## src/hw/rtl/stdec_pkg.sv

```systemverilog
// shared types, codes and constants of the streaming text decoder
package stdec_pkg;

   // encoding machine select
   typedef enum logic [1:0] {
      ENC_UTF8    = 2'd0,
      ENC_UTF16LE = 2'd1,
      ENC_UTF16BE = 2'd2,
      ENC_USER    = 2'd3
   } encoding_type;

   // configuration register indexes
   localparam logic [1:0] CSR_ENCODING = 2'd0;
   localparam logic [1:0] CSR_FATAL    = 2'd1;
   localparam logic [1:0] CSR_KEEP_BOM = 2'd2;

   // code points with a special role
   localparam logic [20:0] CP_REPLACEMENT = 21'h00FFFD;
   localparam logic [20:0] CP_BOM         = 21'h00FEFF;
   localparam logic [20:0] CP_SUPPLEMENT  = 21'h010000;
   localparam logic [20:0] CP_USER_BASE   = 21'h00F700;

   // utf-8 continuation byte window
   localparam logic [7:0] CONT_LOW  = 8'h80;
   localparam logic [7:0] CONT_HIGH = 8'hBF;

   // result queue geometry
   localparam int QUEUE_DEPTH = 4;
   localparam int QUEUE_AW    = $clog2(QUEUE_DEPTH);
   localparam int QCOUNT_W    = $clog2(QUEUE_DEPTH + 1);

   // configuration as seen by the decode logic
   typedef struct packed {
      encoding_type mode;
      logic         fatal;
      logic         keep_bom;
   } cfg_type;

   // decoder state carried from one request to the next
   typedef struct packed {
      logic [20:0] partial;
      logic [1:0]  needed;
      logic [1:0]  seen;
      logic [7:0]  lower;
      logic [7:0]  upper;
      logic        held_valid;
      logic [7:0]  held;
      logic        lead_valid;
      logic [9:0]  lead;
      logic        first_seen;
   } dec_state_type;

   localparam dec_state_type STATE_RESET = '{
      partial:    21'd0,
      needed:     2'd0,
      seen:       2'd0,
      lower:      CONT_LOW,
      upper:      CONT_HIGH,
      held_valid: 1'b0,
      held:       8'd0,
      lead_valid: 1'b0,
      lead:       10'd0,
      first_seen: 1'b0
   };

   // one result item
   typedef struct packed {
      logic [20:0] code_point;
      logic        is_error;
      logic        is_last;
   } result_type;

endpackage

```

## src/hw/rtl/streaming_text_decoder_core.sv

```systemverilog
// top level of the streaming text decoder: input register, decode step, result queue
// the first result of a request is offered once the input register has held it and the
//   decode step has written its results into the queue; a queue without room stalls the step
// throughput: one request per cycle while each yields at most one result and the queue has
//   room for two; a request with two results takes longer on the result port, which moves one a cycle
// a four-entry result queue takes both results of a step at once and parts the two sides
// reset (synchronous, active high) clears config, decoder state and the queue
module streaming_text_decoder_core
   import stdec_pkg::*;
(
   input  logic        clock,
   input  logic        reset,
   input  logic        req_valid,
   output logic        req_ready,
   input  logic        req_cmd,
   input  logic [7:0]  req_byte_value,
   output logic        rsp_valid,
   input  logic        rsp_ready,
   output logic [20:0] rsp_code_point,
   output logic        rsp_is_error,
   output logic        rsp_is_last,
   input  logic        csr_write_enable,
   input  logic [1:0]  csr_index,
   input  logic [1:0]  csr_write_data
);

   cfg_type               cfg_ff;
   logic                  in_valid_ff;
   logic                  in_cmd_ff;
   logic [7:0]            in_byte_ff;
   dec_state_type         state_ff;
   dec_state_type         state_in;
   result_type            res0;
   result_type            res1;
   logic [1:0]            res_count;
   logic                  step_fire;
   logic                  pop;
   logic [1:0]            push_count;
   result_type            queue_ff [QUEUE_DEPTH];
   logic [QUEUE_AW-1:0]   wr_ptr_ff;
   logic [QUEUE_AW-1:0]   wr_ptr_next;
   logic [QUEUE_AW-1:0]   rd_ptr_ff;
   logic [QCOUNT_W-1:0]   count_ff;
   logic [QCOUNT_W-1:0]   count_in;

   // configuration registers
   always_ff @(posedge clock) begin
      if (reset) begin
         cfg_ff <= '{mode: ENC_UTF8, fatal: 1'b0, keep_bom: 1'b0};
      end else if (csr_write_enable) begin
         unique case (csr_index)
            CSR_ENCODING: cfg_ff.mode     <= encoding_type'(csr_write_data);
            CSR_FATAL:    cfg_ff.fatal    <= csr_write_data[0];
            CSR_KEEP_BOM: cfg_ff.keep_bom <= csr_write_data[0];
            default: begin
            end
         endcase
      end
   end

   // decode step runs when the queue has room for two results
   assign step_fire = in_valid_ff && (count_ff <= QCOUNT_W'(QUEUE_DEPTH - 2));
   assign req_ready = !in_valid_ff || step_fire;

   // input register
   always_ff @(posedge clock) begin
      if (reset) begin
         in_valid_ff <= 1'b0;
      end else if (req_ready) begin
         in_valid_ff <= req_valid;
      end
   end

   always_ff @(posedge clock) begin
      if (req_valid && req_ready) begin
         in_cmd_ff  <= req_cmd;
         in_byte_ff <= req_byte_value;
      end
   end

   stdec_decode u_decode (
      .cfg        (cfg_ff),
      .state      (state_ff),
      .cmd        (in_cmd_ff),
      .byte_value (in_byte_ff),
      .next_state (state_in),
      .res0       (res0),
      .res1       (res1),
      .res_count  (res_count)
   );

   // decoder state
   always_ff @(posedge clock) begin
      if (reset) begin
         state_ff <= STATE_RESET;
      end else if (step_fire) begin
         state_ff <= state_in;
      end
   end

   // result queue
   assign push_count  = step_fire ? res_count : 2'd0;
   assign pop         = rsp_valid && rsp_ready;
   assign wr_ptr_next = wr_ptr_ff + QUEUE_AW'(1);
   assign count_in    = count_ff + QCOUNT_W'(push_count) - QCOUNT_W'(pop);

   always_ff @(posedge clock) begin
      if (push_count != 2'd0) queue_ff[wr_ptr_ff] <= res0;
      if (push_count == 2'd2) queue_ff[wr_ptr_next] <= res1;
   end

   always_ff @(posedge clock) begin
      if (reset) begin
         wr_ptr_ff <= '0;
         rd_ptr_ff <= '0;
         count_ff  <= '0;
      end else begin
         wr_ptr_ff <= wr_ptr_ff + QUEUE_AW'(push_count);
         rd_ptr_ff <= rd_ptr_ff + QUEUE_AW'(pop);
         count_ff  <= count_in;
      end
   end

   // result port
   assign rsp_valid      = (count_ff != '0);
   assign rsp_code_point = queue_ff[rd_ptr_ff].code_point;
   assign rsp_is_error   = queue_ff[rd_ptr_ff].is_error;
   assign rsp_is_last    = queue_ff[rd_ptr_ff].is_last;

endmodule

```

## src/hw/rtl/stdec_decode.sv

```systemverilog
// single-step decode: one request and the current state give up to two results
module stdec_decode
   import stdec_pkg::*;
(
   input  cfg_type       cfg,
   input  dec_state_type state,
   input  logic          cmd,
   input  logic [7:0]    byte_value,
   output dec_state_type next_state,
   output result_type    res0,
   output result_type    res1,
   output logic [1:0]    res_count
);

   // classification of a utf-8 byte seen with no sequence open
   typedef struct packed {
      logic        bad;
      logic        ascii;
      logic [1:0]  needed;
      logic [20:0] partial;
      logic [7:0]  lower;
      logic [7:0]  upper;
   } lead_type;

   function automatic lead_type utf8_lead(input logic [7:0] b);
      lead_type l;
      l = '{default: '0};
      l.lower = CONT_LOW;
      l.upper = CONT_HIGH;
      if (b <= 8'h7F) begin
         l.ascii = 1'b1;
      end else if (b >= 8'hC2 && b <= 8'hDF) begin
         l.needed  = 2'd1;
         l.partial = {16'd0, b[4:0]};
      end else if (b >= 8'hE0 && b <= 8'hEF) begin
         l.needed  = 2'd2;
         l.partial = {17'd0, b[3:0]};
         if (b == 8'hE0) l.lower = 8'hA0;
         if (b == 8'hED) l.upper = 8'h9F;
      end else if (b >= 8'hF0 && b <= 8'hF4) begin
         l.needed  = 2'd3;
         l.partial = {18'd0, b[2:0]};
         if (b == 8'hF0) l.lower = 8'h90;
         if (b == 8'hF4) l.upper = 8'h8F;
      end else begin
         l.bad = 1'b1;
      end
      return l;
   endfunction

   lead_type      lead_info;
   logic [15:0]   unit;
   logic          unit_high;
   logic          unit_low;
   logic [20:0]   partial_shift;
   logic [1:0]    seen_inc;
   dec_state_type ns;
   logic          c0_valid;
   logic          c1_valid;
   logic [20:0]   c0;
   logic [20:0]   c1;
   logic          fail;
   logic          keep0;
   logic          keep1;
   logic          first;

   assign lead_info     = utf8_lead(byte_value);
   assign unit          = (cfg.mode == ENC_UTF16BE) ? {state.held, byte_value}
                                                    : {byte_value, state.held};
   assign unit_high     = (unit[15:10] == 6'b110110);
   assign unit_low      = (unit[15:10] == 6'b110111);
   assign partial_shift = {state.partial[14:0], byte_value[5:0]};
   assign seen_inc      = state.seen + 2'd1;

   // candidate results and state update per machine
   always_comb begin
      ns       = state;
      c0_valid = 1'b0;
      c1_valid = 1'b0;
      c0       = '0;
      c1       = '0;
      fail     = 1'b0;
      if (cmd) begin
         // flush: anything still open becomes one replacement or an error
         if (state.needed != 2'd0 || state.held_valid || state.lead_valid) begin
            if (cfg.fatal) begin
               fail = 1'b1;
            end else begin
               c0_valid = 1'b1;
               c0       = CP_REPLACEMENT;
            end
         end
      end else begin
         unique case (cfg.mode) inside
            ENC_UTF8: begin
               if (state.needed == 2'd0) begin
                  // no sequence open
                  if (lead_info.ascii) begin
                     c0_valid = 1'b1;
                     c0       = {13'd0, byte_value};
                  end else if (lead_info.bad) begin
                     if (cfg.fatal) begin
                        fail = 1'b1;
                     end else begin
                        c0_valid = 1'b1;
                        c0       = CP_REPLACEMENT;
                     end
                  end else begin
                     ns.needed  = lead_info.needed;
                     ns.partial = lead_info.partial;
                     ns.lower   = lead_info.lower;
                     ns.upper   = lead_info.upper;
                  end
               end else if (byte_value < state.lower || byte_value > state.upper) begin
                  // broken sequence: replace, then take the byte as a fresh lead
                  ns.partial = '0;
                  ns.needed  = 2'd0;
                  ns.seen    = 2'd0;
                  ns.lower   = CONT_LOW;
                  ns.upper   = CONT_HIGH;
                  if (cfg.fatal) begin
                     fail = 1'b1;
                  end else begin
                     c0_valid = 1'b1;
                     c0       = CP_REPLACEMENT;
                     if (lead_info.ascii) begin
                        c1_valid = 1'b1;
                        c1       = {13'd0, byte_value};
                     end else if (lead_info.bad) begin
                        c1_valid = 1'b1;
                        c1       = CP_REPLACEMENT;
                     end else begin
                        ns.needed  = lead_info.needed;
                        ns.partial = lead_info.partial;
                        ns.lower   = lead_info.lower;
                        ns.upper   = lead_info.upper;
                     end
                  end
               end else begin
                  // good continuation byte
                  ns.lower = CONT_LOW;
                  ns.upper = CONT_HIGH;
                  if (seen_inc == state.needed) begin
                     c0_valid   = 1'b1;
                     c0         = partial_shift;
                     ns.partial = '0;
                     ns.needed  = 2'd0;
                     ns.seen    = 2'd0;
                  end else begin
                     ns.partial = partial_shift;
                     ns.seen    = seen_inc;
                  end
               end
            end
            ENC_UTF16LE, ENC_UTF16BE: begin
               if (!state.held_valid) begin
                  ns.held_valid = 1'b1;
                  ns.held       = byte_value;
               end else begin
                  ns.held_valid = 1'b0;
                  ns.held       = '0;
                  if (state.lead_valid) begin
                     ns.lead_valid = 1'b0;
                     ns.lead       = '0;
                     if (unit_low) begin
                        // surrogate pair joins
                        c0_valid = 1'b1;
                        c0       = CP_SUPPLEMENT + {1'b0, state.lead, unit[9:0]};
                     end else if (cfg.fatal) begin
                        fail = 1'b1;
                     end else begin
                        // lead without trail, then the unit as a fresh one
                        c0_valid = 1'b1;
                        c0       = CP_REPLACEMENT;
                        if (unit_high) begin
                           ns.lead_valid = 1'b1;
                           ns.lead       = unit[9:0];
                        end else begin
                           c1_valid = 1'b1;
                           c1       = {5'd0, unit};
                        end
                     end
                  end else if (unit_high) begin
                     ns.lead_valid = 1'b1;
                     ns.lead       = unit[9:0];
                  end else if (unit_low) begin
                     // lone trail
                     if (cfg.fatal) begin
                        fail = 1'b1;
                     end else begin
                        c0_valid = 1'b1;
                        c0       = CP_REPLACEMENT;
                     end
                  end else begin
                     c0_valid = 1'b1;
                     c0       = {5'd0, unit};
                  end
               end
            end
            ENC_USER: begin
               c0_valid = 1'b1;
               c0       = byte_value[7] ? (CP_USER_BASE + {13'd0, byte_value})
                                        : {13'd0, byte_value};
            end
            default: begin
            end
         endcase
      end
   end

   // leading mark filter, error override and result packing
   always_comb begin
      first      = state.first_seen;
      keep0      = c0_valid;
      keep1      = c1_valid;
      next_state = ns;
      res0       = '0;
      res1       = '0;
      res_count  = 2'd0;
      if (c0_valid && !cfg.keep_bom && !first) begin
         first = 1'b1;
         if (c0 == CP_BOM) keep0 = 1'b0;
      end
      if (c1_valid && !cfg.keep_bom && !first) begin
         first = 1'b1;
         if (c1 == CP_BOM) keep1 = 1'b0;
      end
      next_state.first_seen = first;
      if (fail) begin
         next_state = STATE_RESET;
         res0       = '{code_point: 21'd0, is_error: 1'b1, is_last: 1'b1};
         res_count  = 2'd1;
      end else begin
         if (cmd) next_state = STATE_RESET;
         if (keep0 && keep1) begin
            res0      = '{code_point: c0, is_error: 1'b0, is_last: 1'b0};
            res1      = '{code_point: c1, is_error: 1'b0, is_last: 1'b1};
            res_count = 2'd2;
         end else if (keep0) begin
            res0      = '{code_point: c0, is_error: 1'b0, is_last: 1'b1};
            res_count = 2'd1;
         end else if (keep1) begin
            res0      = '{code_point: c1, is_error: 1'b0, is_last: 1'b1};
            res_count = 2'd1;
         end
      end
   end

endmodule

```

## config.mk

```make
export PLATFORM = sky130hd
export DESIGN_NAME = streaming_text_decoder_core
export DESIGN_NICKNAME = d
export VERILOG_FILES = /design/src/hw/rtl/stdec_pkg.sv /design/src/hw/rtl/streaming_text_decoder_core.sv /design/src/hw/rtl/stdec_decode.sv
export SDC_FILE = /design/constraint.sdc
export NUM_CORES = 1
export LEC_CHECK = 0
export ABC_AREA = 1
export BUFFER_PORTS_ARGS = -buffer_cell sky130_fd_sc_hd__buf_4
export CAP_MARGIN = 20
export CORE_MARGIN = 2
export CORE_UTILIZATION = 55
export CTS_CLUSTER_SIZE = 12
export DETAILED_ROUTE_END_ITERATION = 16
export PLACE_DENSITY = 0.79
export SYNTH_ARGS = -nofsm -noshare
export SYNTH_HDL_FRONTEND = slang
export SYNTH_HIERARCHICAL = 1
export SYNTH_SLANG_ARGS = --single-unit
```

## constraint.sdc

```tcl
create_clock -name clock -period 6.6 [get_ports clock]
set_input_delay 0.66 -clock clock [delete_from_list [all_inputs] [get_ports clock]]
set_output_delay 0.66 -clock clock [all_outputs]
set_load 0.02 [all_outputs]
```

==> run_results.csv, run 1 <==
group,metric,value,unit
floorplan,die_width,150,microns
pwr,finalPower,4.01,mW
pwr,p_sw,1.58,mW
floorplan,ios,43,
yosys,postSynthAreaPerCell,6.98,sq um
worst_setup_path,cpPeakStageDelay,0.61,ns
cells_and_area,area_growth_syn_to_layout,7.97,%
worst_setup_path,startpoint_type,"flip-flop",
timing,maxSlewHeadroom,29.1,%
cells_and_area,design_area,12700,sq um
worst_setup_path,critPathMaxFanout,64,
global_route,track_usage,31.0,%
floorplan,fp-row-count,53,
routing,vias_per_cell,5.82,
pwr,intPower,2.43,mW
clocking,insertion_delay,0.44,ns
routing,ant_nets,0,
timing,max_freq,179,MHz
worst_setup_path,crit_slowest_cell,"o21ai_0",
floorplan,die_area,22600,sq um
clocking,cts-buffers-inserted,17,
worst_setup_path,critPathRequiredTime,6.78,ns
worst_setup_path,startpoint,"cfg_ff[2]",
placement,dp_cells,1917,
worst_setup_path,cp-endpoint,"queue_ff[0][5]",
global_route,grt_pass1_vias,10454,
clocking,cts_setup_buffers,0,
timing,finalSetupViolCount,0,
floorplan,die_y,150,microns
timing,hold_viol_final,0,
cells_and_area,stdcell_count,1950,
cells_and_area,drive_gt1_share,8.06,%
pwr,combPwrFrac,39.6,%
clocking,ctsResizeCount,0,
cells_and_area,final_nets,1707,
worst_setup_path,critPathTopFamily,"simple AND/OR/NAND/NOR gates",
yosys,synth_area,11800,sq um
clocking,clock-sinks,169,
pwr,leakage,5.45,nW
cells_and_area,post-route-util,60.5,%
placement,dpl.hpwl,23200,microns
placement,place_ws,1.18,ns
routing,vias,11355,
clocking,postCtsHoldBufs,0,
hold_path,hold_class,"primary input to flip-flop",
worst_setup_path,worst-endpoint-arrival,5.76,ns
pwr,p_seq_share,34.0,%
worst_setup_path,path_buf_inv,4,
routing,drc,0,
worst_setup_path,reg2reg_to,"queue_ff[0][5]",
clocking,h-tree-depth,4,
placement,port_buffers,42,
placement,place_area,12100,sq um
worst_setup_path,reg2reg_slack,1.03,ns
pwr,clockPowerShare,26.4,%
timing,rsz0062_at_grt,"false",
global_route,gr-total-overflow,0,
timing,finalCritPeriodShare,84.5,%
worst_setup_path,worst-path-stages,25,
clocking,cts_tree,"done",
pwr,power_per_cell_area,315,nW/um^2
cells_and_area,num_antenna_cells,0,
routing,drt_wl_total,34400,microns
floorplan,initial_core_util,56.0,%
worst_setup_path,worst_path_most_repeated_cell,"nand2_1",
pwr,ir_drop,0.000227,V
clocking,path_clk_slew,0.07,ns
worst_setup_path,r2r_start,"cfg_ff[2]",
timing,fin_crit,5.57,ns
pwr,p_sw_share,39.4,%
timing,slew_viol_final,0,
worst_setup_path,critPathKind,"flip-flop to flip-flop",
global_route,grt_max_degree,74,
routing,drtPass1Iterations,6,
timing,fin_skew,0.0211,ns
run,max_cap_violations,0,
worst_setup_path,cp-end-kind,"flip-flop",
outcome,status,"finished, final reports clean",
global_route,antenna_found_initial,0,
global_route,grt_pass1_wl,54700,microns
timing,final.setup.tns,0,ns
clocking,cts-root-buf,"clkbuf_16",
timing,hold_ws,0.399,ns
clocking,clockBufferDepth,2,
worst_setup_path,reg2regPathDepth,25,
yosys,synth_cells,1687,
routing,routedWlPerCell,17.7,microns
routing,drt_iter0_drc,1403,
placement,gp_congestion,1.03,
timing,tightestPinTransition,1.06,ns
yosys,ys_warn_count,6,
timing,setup_ws,1.03,ns
floorplan,core_region_area,21000,sq um
[layout make-up]
class                           instances  area, sq um
Sequential cell                       169         4390
Clock inverter                         10          143
Clock buffer                           22          465
Timing Repair Buffer                   64          538
Fill cell                            1923         8310
Tap cell                              275          344
Inverter                              174          653
Multi-Input combinational cell       1236         6170
[worst min-delay path by stage]
stage | start | endpoint | slack (ns) | cells after the start
floorplan | cfg_ff[1] | cfg_ff[1] | 0.42 | 2
global placement | cfg_ff[0] | cfg_ff[0] | 0.44 | 2
detailed placement | cfg_ff[0] | cfg_ff[0] | 0.45 | 2
CTS | req_byte_value[7] | in_byte_ff[7] | 0.39 | 1
global route | req_byte_value[3] | in_byte_ff[3] | 0.38 | 1
finish | req_byte_value[0] | in_byte_ff[0] | 0.40 | 1
[registers in the layout (all words and copies together), names as in the netlist]
name / cells
in_valid_ff: 1
rd_ptr_ff: 2
cfg_ff: 4
wr_ptr_ff: 2
count_ff: 3
state_ff: 56
in_byte_ff: 8
in_cmd_ff: 1
queue_ff: 92
[cell usage in the layout (no fill, tap or decap), drive strengths merged, types with 4 or more instances in the layout]
cell type / n
nand2: 330
nor2: 272
o21ai: 179
inv: 170
nand3: 167
edfxtp: 101
o21bai: 92
a21oi: 74
dfxtp: 68
buf: 64
o22ai: 31
ha: 26
clkbuf: 22
nand4: 14
clkinv: 9
nor3: 6
conb: 6
xnor2: 5
xor2: 4
o211ai: 4
a211oi: 4
[power groups by stage]
stage | Sequential, mW | Combinational (mW) | Clock [mW]
floorplan | 1.35 | 1.13 | 0
global placement | 1.38 | 1.52 | 0
detailed placement | 1.38 | 1.55 | 0
CTS | 1.36 | 1.56 | 1.06
global route | 1.37 | 1.76 | 1.10
finish | 1.36 | 1.59 | 1.06
[routing by layer]
layer	track usage, %	routed length (microns)	up-vias
met5	0	0	-
met4	10.1	838	0
met3	4.85	2580	72
met2	52.8	16600	489
met1	40.3	14400	5253
li1	-	-	5541
Note: power is estimated with default switching activity, not from simulation.
==> run 2: changes to the inputs <==
==> constraint.sdc (replaced) <==
create_clock -name clock -period 5.74 [get_ports clock]
set_input_delay 0.574 -clock clock [delete_from_list [all_inputs] [get_ports clock]]
set_output_delay 0.574 -clock clock [all_outputs]
set_load 0.02 [all_outputs]
==> run 2 against run 1 <==
Against the previous run: worst setup slack lost 0.43 ns; sequential cell count is the same; die area is the same; register-to-register slack lost 0.43 ns; critical endpoint is now queue_ff[0][10]; largest cell class unchanged.
==> run_results.csv, run 2 (same netlist as run 1, synthesis figures left out) <==
group,metric,value,unit
placement,place_area,12200,sq um
clocking,ctsResizeCount,0,
run,max_cap_violations,0,
cells_and_area,layout_common_cells,"nand2_1, nor2_1, nand3_1, o21ai_0, inv_1",
global_route,grt_pass1_vias,10495,
cells_and_area,largest_reg_flops,92,
clocking,cts-buffers-inserted,17,
cells_and_area,layout_commonest_cell,"nand2_1",
timing,final.setup.tns,0,ns
worst_setup_path,cp-end-kind,"flip-flop",
outcome,status,"finished, final reports clean",
routing,ant_nets,0,
cells_and_area,area_growth_syn_to_layout,8.76,%
global_route,grt_pass1_wl,54100,microns
floorplan,die_width,150,microns
worst_setup_path,reg2regPathDepth,25,
worst_setup_path,critPathKind,"flip-flop to flip-flop",
floorplan,core_region_area,21000,sq um
routing,vias_per_cell,5.88,
global_route,antenna_found_initial,0,
worst_setup_path,worst-endpoint-arrival,5.32,ns
clocking,cts_setup_buffers,0,
timing,fin_skew,0.0118,ns
clocking,clock-sinks,169,
pwr,ir_drop,0.000231,V
global_route,track_usage,30.3,%
timing,fin_crit,5.15,ns
floorplan,ios,43,
floorplan,die_area,22600,sq um
timing,finalSetupViolCount,0,
routing,drt_iter0_drc,1268,
routing,drc,0,
routing,vias,11505,
cells_and_area,drive_gt1_share,8.67,%
pwr,finalPower,4.58,mW
timing,max_freq,194,MHz
worst_setup_path,cpPeakStageDelay,0.51,ns
global_route,gr-total-overflow,0,
worst_setup_path,reg2reg_to,"queue_ff[0][10]",
hold_path,hp-start,"req_byte_value[1]",
placement,port_buffers,42,
timing,hold_viol_final,0,
cells_and_area,largest_registers,"queue_ff x92, state_ff x56, in_byte_ff x8",
clocking,cts_tree,"done",
clocking,cts-root-buf,"clkbuf_16",
cells_and_area,design_area,12800,sq um
floorplan,fp-row-count,53,
hold_path,holdPathStages,1,
worst_setup_path,r2r_start,"cfg_ff[3]",
floorplan,initial_core_util,56.0,%
global_route,grt_max_degree,83,
placement,gp_congestion,1.03,
floorplan,die_y,150,microns
timing,finalCritPeriodShare,89.7,%
cells_and_area,final_nets,1715,
pwr,power_per_cell_area,358,nW/um^2
worst_setup_path,critPathMaxFanout,82,
routing,routedWlPerCell,17.1,microns
clocking,h-tree-depth,4,
timing,rsz0062_at_grt,"false",
routing,drtPass1Iterations,7,
cells_and_area,top_register,"queue_ff",
timing,hold_ws,0.311,ns
worst_setup_path,startpoint_type,"flip-flop",
clocking,postCtsHoldBufs,0,
clocking,insertion_delay,0.43,ns
worst_setup_path,critPathRequiredTime,5.91,ns
worst_setup_path,worst_path_most_repeated_cell,"nand2_1",
worst_setup_path,reg2reg_slack,0.59,ns
timing,tightestPinTransition,1.02,ns
timing,slew_viol_final,0,
clocking,path_clk_slew,0.07,ns
timing,maxSlewHeadroom,31.9,%
hold_path,hold_class,"primary input to flip-flop",
placement,dpl.hpwl,23100,microns
hold_path,min_to,"in_byte_ff[1]",
worst_setup_path,crit_slowest_cell,"ha_2",
cells_and_area,num_antenna_cells,0,
pwr,leakage,5.50,nW
clocking,clockBufferDepth,2,
routing,drt_wl_total,33400,microns
==> run 2: cell types whose count changed in the layout (fill, tap and decap cells not counted), moves of 2 or more <==
cell / previous run / this run
buf_12: 3 / 6
clkbuf_1: 4 / 2
inv_6: 0 / 3
buf_4: 60 / 64
clkinv_4: 2 / 0
==> run 2: metal layers <==
layer	track usage, %	wire length (microns)	vias to the layer above
li1	-	-	5569
met1	40.4	13900	5323
met2	50.2	15900	540
met3	4.52	2660	73
met4	11.2	899	0
met5	0	0	-
==> run 2: stage by stage <==
step | instances | setup WS (ns) | utilization, %
floorplan | 1692 | 0.121 | -
global placement | 1924 | 0.400 | 57.9
detailed placement | 1924 | 0.255 | 57.9
CTS | 1956 | 0.243 | 60.7
global route | 1958 | 0.130 | 60.9
finish | 1958 | 0.594 | 60.9
==> run 2: worst max path at each step <==
stage / depth (start not counted) / startpoint / to
3_3_place_gp: 23 / cfg_ff[2] / queue_ff[3][8]
6_report: 25 / cfg_ff[3] / queue_ff[0][10]
4_1_cts: 23 / cfg_ff[3] / queue_ff[2][14]
2_1_floorplan: 28 / cfg_ff[2] / queue_ff[0][0]
5_1_grt: 25 / cfg_ff[2] / queue_ff[3][14]
3_5_place_dp: 23 / cfg_ff[3] / queue_ff[2][14]
==> run 2: worst max-delay path, delay by kind of cell (launching register included) <==
kind / cells / cell delay (ns)
compound gates: 3 / 0.71
fa+ha+maj: 2 / 0.79
buf+inv: 5 / 0.69
flops: 1 / 0.40
simple gates: 15 / 2.25
==> run 2: area by class of cell <==
cell class | instances | area, sq um
clock inverter | 11 | 131
inverter | 174 | 653
multi-input combinational | 1236 | 6170
fill | 1932 | 8220
tap | 275 | 344
clock buffer | 21 | 472
sequential | 169 | 4390
timing repair buffer | 72 | 633
==> run 2: power breakdown <==
part | total (mW) | switching [mW] | internal [mW]
clock | 1.19 | 0.500 | 0.687
sequential | 1.57 | 0.115 | 1.45
combinational | 1.83 | 1.18 | 0.642
